### src/rtl/dcf_pkg.sv
// Package for the double to custom float converter: types, widths and helpers.
// No dependencies.
package dcf_pkg;

    localparam int DBL_FRAC = 52;
    localparam int DBL_EXP  = 11;
    localparam logic [10:0] DBL_EXP_ALL_ONES = 11'h7FF;
    localparam logic [11:0] DBL_BIAS = 12'd1023;

    localparam logic [0:0] CFG_TOTAL_WIDTH    = 1'b0;
    localparam logic [0:0] CFG_EXPONENT_WIDTH = 1'b1;

    typedef enum logic [1:0] {
        KIND_FINITE,
        KIND_ZERO,
        KIND_INF,
        KIND_NAN
    } kind_t;

    // Clamped format settings
    typedef struct packed {
        logic [6:0] t;
        logic [3:0] ew;
        logic [5:0] f;
    } fmt_t;

    // Stage 1 to stage 2: normalised operand
    typedef struct packed {
        fmt_t         fmt;
        kind_t        kind;
        logic         sign;
        logic [52:0]  m;
        logic signed [12:0] te;
    } s1_t;

    // Stage 2 to stage 3: exponent and fraction before packing
    typedef struct packed {
        fmt_t         fmt;
        kind_t        kind;
        logic         sign;
        logic         ovf;
        logic [10:0]  te;
        logic [63:0]  frac;
    } s2_t;

    function automatic logic [63:0] low_mask(input logic [6:0] n);
        logic [63:0] m;
        if (n >= 7'd64)
            m = '1;
        else
            m = (64'd1 << n[5:0]) - 64'd1;
        return m;
    endfunction

endpackage

### src/rtl/dcf_if.sv
// Valid/ready channel interfaces for the converter.
// Depends on nothing.
interface dcf_in_if;
    logic        valid;
    logic        ready;
    logic [63:0] double_bits;
    modport source  (output valid, output double_bits, input ready);
    modport sink    (input valid, input double_bits, output ready);
    modport monitor (input valid, input double_bits, input ready);
endinterface

interface dcf_out_if;
    logic        valid;
    logic        ready;
    logic [63:0] packed_result;
    logic        overflowed;
    modport source  (output valid, output packed_result, output overflowed, input ready);
    modport sink    (input valid, input packed_result, input overflowed, output ready);
    modport monitor (input valid, input packed_result, input overflowed, input ready);
endinterface

interface dcf_cfg_if;
    logic        valid;
    logic        ready;
    logic [0:0]  index;
    logic [6:0]  data;
    modport source  (output valid, output index, output data, input ready);
    modport sink    (input valid, input index, input data, output ready);
    modport monitor (input valid, input index, input data, input ready);
endinterface

### src/rtl/dcf_unpack.sv
// Stage 1: clamp the format, classify and normalise the double operand.
// Depends on dcf_pkg.
module dcf_unpack import dcf_pkg::*;
(
    input  logic [6:0]  total_width,
    input  logic [3:0]  exponent_width,
    input  logic [63:0] double_bits,
    output s1_t         s1
);
    logic [6:0]  t;
    logic [3:0]  ew;
    logic [10:0] dexp;
    logic [51:0] dfrac;
    logic [5:0]  lz;
    logic [12:0] bias;
    logic signed [12:0] e;

    // Clamp the registers
    always_comb
    begin
        t = total_width;
        if (t < 7'd4) t = 7'd4;
        if (t > 7'd64) t = 7'd64;
        ew = exponent_width;
        if (ew < 4'd2) ew = 4'd2;
        if (ew > 4'd11) ew = 4'd11;
        if ({3'd0, ew} > t - 7'd2) ew = 4'(t - 7'd2);
    end

    // Count leading zeros of the fraction for double denormals
    always_comb
    begin
        lz = 6'd0;
        for (int i = 0; i < 52; i++)
        begin
            if (dfrac[i]) lz = 6'(51 - i);
        end
    end

    assign dexp  = double_bits[62:52];
    assign dfrac = double_bits[51:0];
    assign bias  = (13'd1 << (ew - 4'd1)) - 13'd1;

    always_comb
    begin
        s1.fmt.t  = t;
        s1.fmt.ew = ew;
        s1.fmt.f  = 6'(t - {3'd0, ew} - 7'd1);
        s1.sign   = double_bits[63];
        if (dexp == DBL_EXP_ALL_ONES)
            s1.kind = (dfrac != '0) ? KIND_NAN : KIND_INF;
        else if (dexp == '0 && dfrac == '0)
            s1.kind = KIND_ZERO;
        else
            s1.kind = KIND_FINITE;
        if (dexp == '0)
        begin
            s1.m = {1'b0, dfrac} << (lz + 6'd1);
            e    = -13'sd1023 - $signed({7'd0, lz});
        end
        else
        begin
            s1.m = {1'b1, dfrac};
            e    = $signed({2'd0, dexp}) - $signed({1'b0, DBL_BIAS});
        end
        s1.te = e + $signed(bias);
    end
endmodule

### src/rtl/dcf_round.sv
// Stage 2: range check, denormal shift or rounding of the fraction.
// Depends on dcf_pkg.
module dcf_round import dcf_pkg::*;
(
    input  s1_t s1,
    output s2_t s2
);
    logic signed [12:0] expmax;
    logic signed [12:0] sh;
    logic [5:0]  k;
    logic [53:0] r;
    logic signed [12:0] te;
    logic [6:0]  f7;

    always_comb
    begin
        f7     = {1'b0, s1.fmt.f};
        expmax = $signed((13'd1 << s1.fmt.ew) - 13'd1);
        sh     = 13'sd53 - $signed({7'd0, s1.fmt.f}) - s1.te;
        k      = 6'd52 - s1.fmt.f;
        r      = 54'd0;
        te     = s1.te;
        s2.fmt  = s1.fmt;
        s2.kind = s1.kind;
        s2.sign = s1.sign;
        s2.ovf  = 1'b0;
        s2.frac = 64'd0;
        if (s1.te >= expmax)
        begin
            s2.ovf = 1'b1;
            te     = expmax;
        end
        else if (s1.te <= 0)
        begin
            // Truncated denormal
            if (sh >= 13'sd64)
                s2.frac = 64'd0;
            else if (sh >= 0)
                s2.frac = {11'd0, s1.m} >> sh[5:0];
            else
                s2.frac = {11'd0, s1.m} << 6'(-sh);
            te = 13'sd0;
        end
        else if (s1.fmt.f >= 6'd52)
        begin
            s2.frac = {12'd0, s1.m[51:0]} << (s1.fmt.f - 6'd52);
        end
        else
        begin
            // Round to nearest, ties away from zero
            r = ({1'b0, s1.m} >> k) + {53'd0, s1.m[k - 6'd1]};
            if ((r >> (f7 + 7'd1)) != '0)
            begin
                r  = r >> 1;
                te = te + 13'sd1;
            end
            if (te >= expmax)
            begin
                s2.ovf = 1'b1;
                te     = expmax;
            end
            else
                s2.frac = {10'd0, r} & low_mask(f7);
        end
        s2.te = te[10:0];
    end
endmodule

### src/rtl/dcf_pack.sv
// Stage 3: assemble the target encoding, handle specials, place the sign.
// Depends on dcf_pkg.
module dcf_pack import dcf_pkg::*;
(
    input  s2_t         s2,
    output logic [63:0] packed_result,
    output logic        overflowed
);
    logic [63:0] res;
    logic [63:0] expmax;

    always_comb
    begin
        expmax = (64'd1 << s2.fmt.ew) - 64'd1;
        overflowed = 1'b0;
        unique case (s2.kind)
            KIND_NAN:    res = (expmax << s2.fmt.f) | (64'd1 << (s2.fmt.f - 6'd1));
            KIND_INF:    res = expmax << s2.fmt.f;
            KIND_ZERO:   res = 64'd0;
            default:
            begin
                res = ({53'd0, s2.te} << s2.fmt.f) | (s2.frac & low_mask({1'b0, s2.fmt.f}));
                overflowed = s2.ovf;
            end
        endcase
        res = res | ({63'd0, s2.sign} << (s2.fmt.t - 7'd1));
        packed_result = res & low_mask(s2.fmt.t);
    end
endmodule

### src/rtl/double_to_custom_float_unit.sv
// Top level of the double to custom float converter: config registers and pipeline.
// Depends on dcf_pkg, dcf_if, dcf_unpack, dcf_round, dcf_pack.
//
// Converts one IEEE binary64 value per cycle into a sign/exponent/fraction format
// of total_width bits with exponent_width exponent bits, right aligned. The work is
// split over three register stages (unpack and normalise, round, pack): each result
// is registered in turn in s1_reg, s2_reg and res_reg before it is offered; every
// stage holds when the output stalls, and a new transaction is taken every cycle
// while the pipeline advances.
// Write configuration only while the pipeline is empty.
module double_to_custom_float_unit import dcf_pkg::*;
(
    input  logic clk,
    input  logic rst_n,
    dcf_cfg_if.sink   cfg,
    dcf_in_if.sink    in_ch,
    dcf_out_if.source out_ch
);
    logic [6:0] total_width_reg;
    logic [3:0] exponent_width_reg;
    logic       v1_reg, v2_reg, v3_reg;
    s1_t        s1_next, s1_reg;
    s2_t        s2_next, s2_reg;
    logic [63:0] res_next, res_reg;
    logic       ovf_next, ovf_reg;
    logic       adv3, adv2, adv1;

    assign cfg.ready = 1'b1;

    // Hold configuration registers
    always_ff @(posedge clk or negedge rst_n)
    begin
        if (!rst_n)
        begin
            total_width_reg    <= 7'd32;
            exponent_width_reg <= 4'd8;
        end
        else if (cfg.valid)
        begin
            if (cfg.index == CFG_TOTAL_WIDTH)
                total_width_reg <= cfg.data;
            else
                exponent_width_reg <= cfg.data[3:0];
        end
    end

    // Advance each stage when the next one is free
    assign adv3 = !v3_reg || out_ch.ready;
    assign adv2 = !v2_reg || adv3;
    assign adv1 = !v1_reg || adv2;
    assign in_ch.ready = adv1;

    dcf_unpack u_unpack (
        .total_width    (total_width_reg),
        .exponent_width (exponent_width_reg),
        .double_bits    (in_ch.double_bits),
        .s1             (s1_next)
    );
    dcf_round u_round (.s1(s1_reg), .s2(s2_next));
    dcf_pack u_pack (.s2(s2_reg), .packed_result(res_next), .overflowed(ovf_next));

    // Move valid bits
    always_ff @(posedge clk or negedge rst_n)
    begin
        if (!rst_n)
        begin
            v1_reg <= 1'b0;
            v2_reg <= 1'b0;
            v3_reg <= 1'b0;
        end
        else
        begin
            if (adv1) v1_reg <= in_ch.valid;
            if (adv2) v2_reg <= v1_reg;
            if (adv3) v3_reg <= v2_reg;
        end
    end

    // Move payload
    always_ff @(posedge clk)
    begin
        if (adv1) s1_reg <= s1_next;
        if (adv2) s2_reg <= s2_next;
        if (adv3)
        begin
            res_reg <= res_next;
            ovf_reg <= ovf_next;
        end
    end

    assign out_ch.valid         = v3_reg;
    assign out_ch.packed_result = res_reg;
    assign out_ch.overflowed    = ovf_reg;
endmodule
### src/flat_wrapper.sv
// flat-port wrapper written by rule: the top's interface ports become plain ports
module double_to_custom_float_unit_flat import dcf_pkg::*;
  (clk, rst_n, cfg_valid, cfg_index, cfg_data, cfg_ready, in_ch_valid, in_ch_double_bits, in_ch_ready, out_ch_valid, out_ch_packed_result, out_ch_overflowed, out_ch_ready);
  dcf_cfg_if cfg_i ();
  dcf_in_if in_ch_i ();
  dcf_out_if out_ch_i ();
  input  logic clk;
  input  logic rst_n;
  input wire logic [$bits(cfg_i.valid)-1:0] cfg_valid;
  input wire logic [$bits(cfg_i.index)-1:0] cfg_index;
  input wire logic [$bits(cfg_i.data)-1:0] cfg_data;
  output wire logic [$bits(cfg_i.ready)-1:0] cfg_ready;
  input wire logic [$bits(in_ch_i.valid)-1:0] in_ch_valid;
  input wire logic [$bits(in_ch_i.double_bits)-1:0] in_ch_double_bits;
  output wire logic [$bits(in_ch_i.ready)-1:0] in_ch_ready;
  output wire logic [$bits(out_ch_i.valid)-1:0] out_ch_valid;
  output wire logic [$bits(out_ch_i.packed_result)-1:0] out_ch_packed_result;
  output wire logic [$bits(out_ch_i.overflowed)-1:0] out_ch_overflowed;
  input wire logic [$bits(out_ch_i.ready)-1:0] out_ch_ready;
  assign cfg_i.valid = cfg_valid;
  assign cfg_i.index = cfg_index;
  assign cfg_i.data = cfg_data;
  assign cfg_ready = cfg_i.ready;
  assign in_ch_i.valid = in_ch_valid;
  assign in_ch_i.double_bits = in_ch_double_bits;
  assign in_ch_ready = in_ch_i.ready;
  assign out_ch_valid = out_ch_i.valid;
  assign out_ch_packed_result = out_ch_i.packed_result;
  assign out_ch_overflowed = out_ch_i.overflowed;
  assign out_ch_i.ready = out_ch_ready;
  double_to_custom_float_unit u_core (.clk(clk), .rst_n(rst_n), .cfg(cfg_i), .in_ch(in_ch_i), .out_ch(out_ch_i));
endmodule
### config.mk
export PLATFORM = sky130hd
export DESIGN_NAME = double_to_custom_float_unit_flat
export DESIGN_NICKNAME = d
export VERILOG_FILES = /design/src/rtl/dcf_pkg.sv /design/src/rtl/dcf_if.sv /design/src/rtl/dcf_unpack.sv /design/src/rtl/dcf_round.sv /design/src/rtl/dcf_pack.sv /design/src/rtl/double_to_custom_float_unit.sv /design/src/flat_wrapper.sv
export SDC_FILE = /design/constraint.sdc
export NUM_CORES = 2
export LEC_CHECK = 0
export BUFFER_PORTS_ARGS = -buffer_cell sky130_fd_sc_hd__buf_2
export CAP_MARGIN = 15
export CORE_ASPECT_RATIO = 1.5
export CORE_MARGIN = 2
export CORE_UTILIZATION = 25
export DETAILED_ROUTE_END_ITERATION = 8
export GPL_TIMING_DRIVEN = 0
export PLACE_DENSITY = 0.41
export SLEW_MARGIN = 10
export SYNTH_ARGS = -nofsm -noshare
export SYNTH_HDL_FRONTEND = slang
export SYNTH_HIERARCHICAL = 1
export SYNTH_SLANG_ARGS = --single-unit
### constraint.sdc
create_clock -name clk -period 23.5 [get_ports clk]
set_input_delay 3.525 -clock clk [delete_from_list [all_inputs] [get_ports clk]]
set_output_delay 3.525 -clock clk [all_outputs]
set_load 0.01 [all_outputs]
==> reports/results.txt <==
status - finished with violations
critical path's top delay family - buffers and inverters
Critical Path Start Type - flip-flop
Worst-Skew Late Latency - 710 ps
number of flip-flops in the largest register - 95
Fin Hold WS - 506 ps
crit-path max FO - 12
H-tree depth - 1
Clk pin slew, worst setup/hold paths - 60 ps
worst hold start - u_core/s1_reg[84]
first-pass GRT wire length - 605000 um
Vias/cell - 6.69
vias post-DR - 66100
Final #Nets - 7334
TritonCTS Buffers - 30
post-route ant nets - 0
TritonCTS clock tree - done
DRC Markers - 0
worst hold path stage count - 1
Final Wtd Congestion - 1.05
grt ovf - 0
Setup TNS - 0 ps
GRT Total Usage - 0.420
CP arrival - 23600 ps
most frequent cells in the layout - nand2_1, nor2_1, a21oi_1
Clock Path Buffers - 3
Rows - 204
vias in the first global route - 63200
share of layout cells above drive strength 1 - 0.136
Post-Syn Instances - 6928
initial antenna violation count - 25
largest net degree at the start of global routing - 61
hold buffers post-CTS - 0
Slew @ Worst Pin - 1790 ps
Ys Warns - 6
Iter 0 DRT Violations - 8562
final wirelength - 461000 um
wire per inst - 46.7 um
Worst EP required - 24000 ps
reg2reg setup slack - 400 ps
fin crit share - 0.983
RSZ-0062 raised after global routing - no
Max Clock Freq - 43.3 MHz
starting density of the core - 0.252
syn avg cell area - 7.50 um2
number of max-cap violations - 1
hold violation count in the final report - 0
Tmin final - 23100 ps
I/O pin count - 145
CP most frequent cell - o21a_1
HP Class - flip-flop to flip-flop
CP max stage cell - clkdlybuf4s15_1
Post-Syn Area - 51900 um2
setup violators final - 0
reg2reg start - u_core/s1_reg[69]
HPWL after DPL - 381000 um
Slew Limit Fails - 6
cells on worst reg2reg path - 62
worst clock skew - 68.7 ps
commonest non-fill, non-tap cell in the layout - nand2_1
crit end category - flip-flop
Hold Path Sink - u_core/s2_reg[94]
failing checks - capacitance limit, slew limit
die area - 211000 um2
Mapped Nets - 7113
Syn-to-layout area delta - 11.8%
Die X-Extent - 376 um
Slew headroom - -0.195
port buffer count - 118
drt first pass iters - 6
CTS sink count - 260
clock root buffer - clkbuf_16
WP buf/inv - 22
height of the die - 562 um
core footprint - 206000 um2
CP Class - flip-flop to flip-flop
slowest cell delay on critical path - 920 ps
RR Endpoint - u_core/s2_reg[13]
==> timing repair <==
| action | in CTS | in global routing |
|---|---|---|
| gates resized for setup | 0 | 4 |
| setup buffers | 0 | 0 |
| setup endpoints to repair | 0 | 10 |
| hold endpoints to repair | 0 | 0 |
==> worst max path at each step <==
stage,from,end,cells past startpoint
after global placement,u_core/s1_reg[69],u_core/s2_reg[45],62
after global routing,u_core/s1_reg[69],u_core/s2_reg[45],62
after detailed placement,u_core/s1_reg[69],u_core/s2_reg[45],62
final,u_core/s1_reg[69],u_core/s2_reg[13],62
after CTS,u_core/s1_reg[69],u_core/s2_reg[45],62
after floorplan,u_core/s1_reg[69],u_core/s2_reg[14],62
==> layer usage <==
metal / routed length [um] / share of wire / global-route usage
met5: 34 / 0.000074 / 0.000227
met4: 66800 / 0.14 / 0.492
met3: 28400 / 0.062 / 0.0733
met2: 224000 / 0.49 / 0.727
met1: 142000 / 0.31 / 0.391
==> layout make-up <==
type,instances,area (um2)
timing repair buffer,189,1380
buffer,703,3420
sequential,260,7740
inverter,139,532
clock buffer,33,783
tap,2678,3350
multi-input combinational,5826,40600
fill,22900,148000
antenna,30,75.1
clock inverter,21,175
==> through the flow <==
step           area [um2]  cells  worst slack [ps]  utilization
2_1_floorplan       51900   6928              9280            -
3_3_place_gp        55900   9724              27.2        0.271
3_5_place_dp        56800   9785               649        0.276
4_1_cts             57800   9839               688        0.280
5_1_grt             58000   9864               226        0.281
6_report            58100   9879               404        0.281
Power is not shown: default switching activity piles up to over one toggle a cycle in this logic, so the estimate is an artifact.
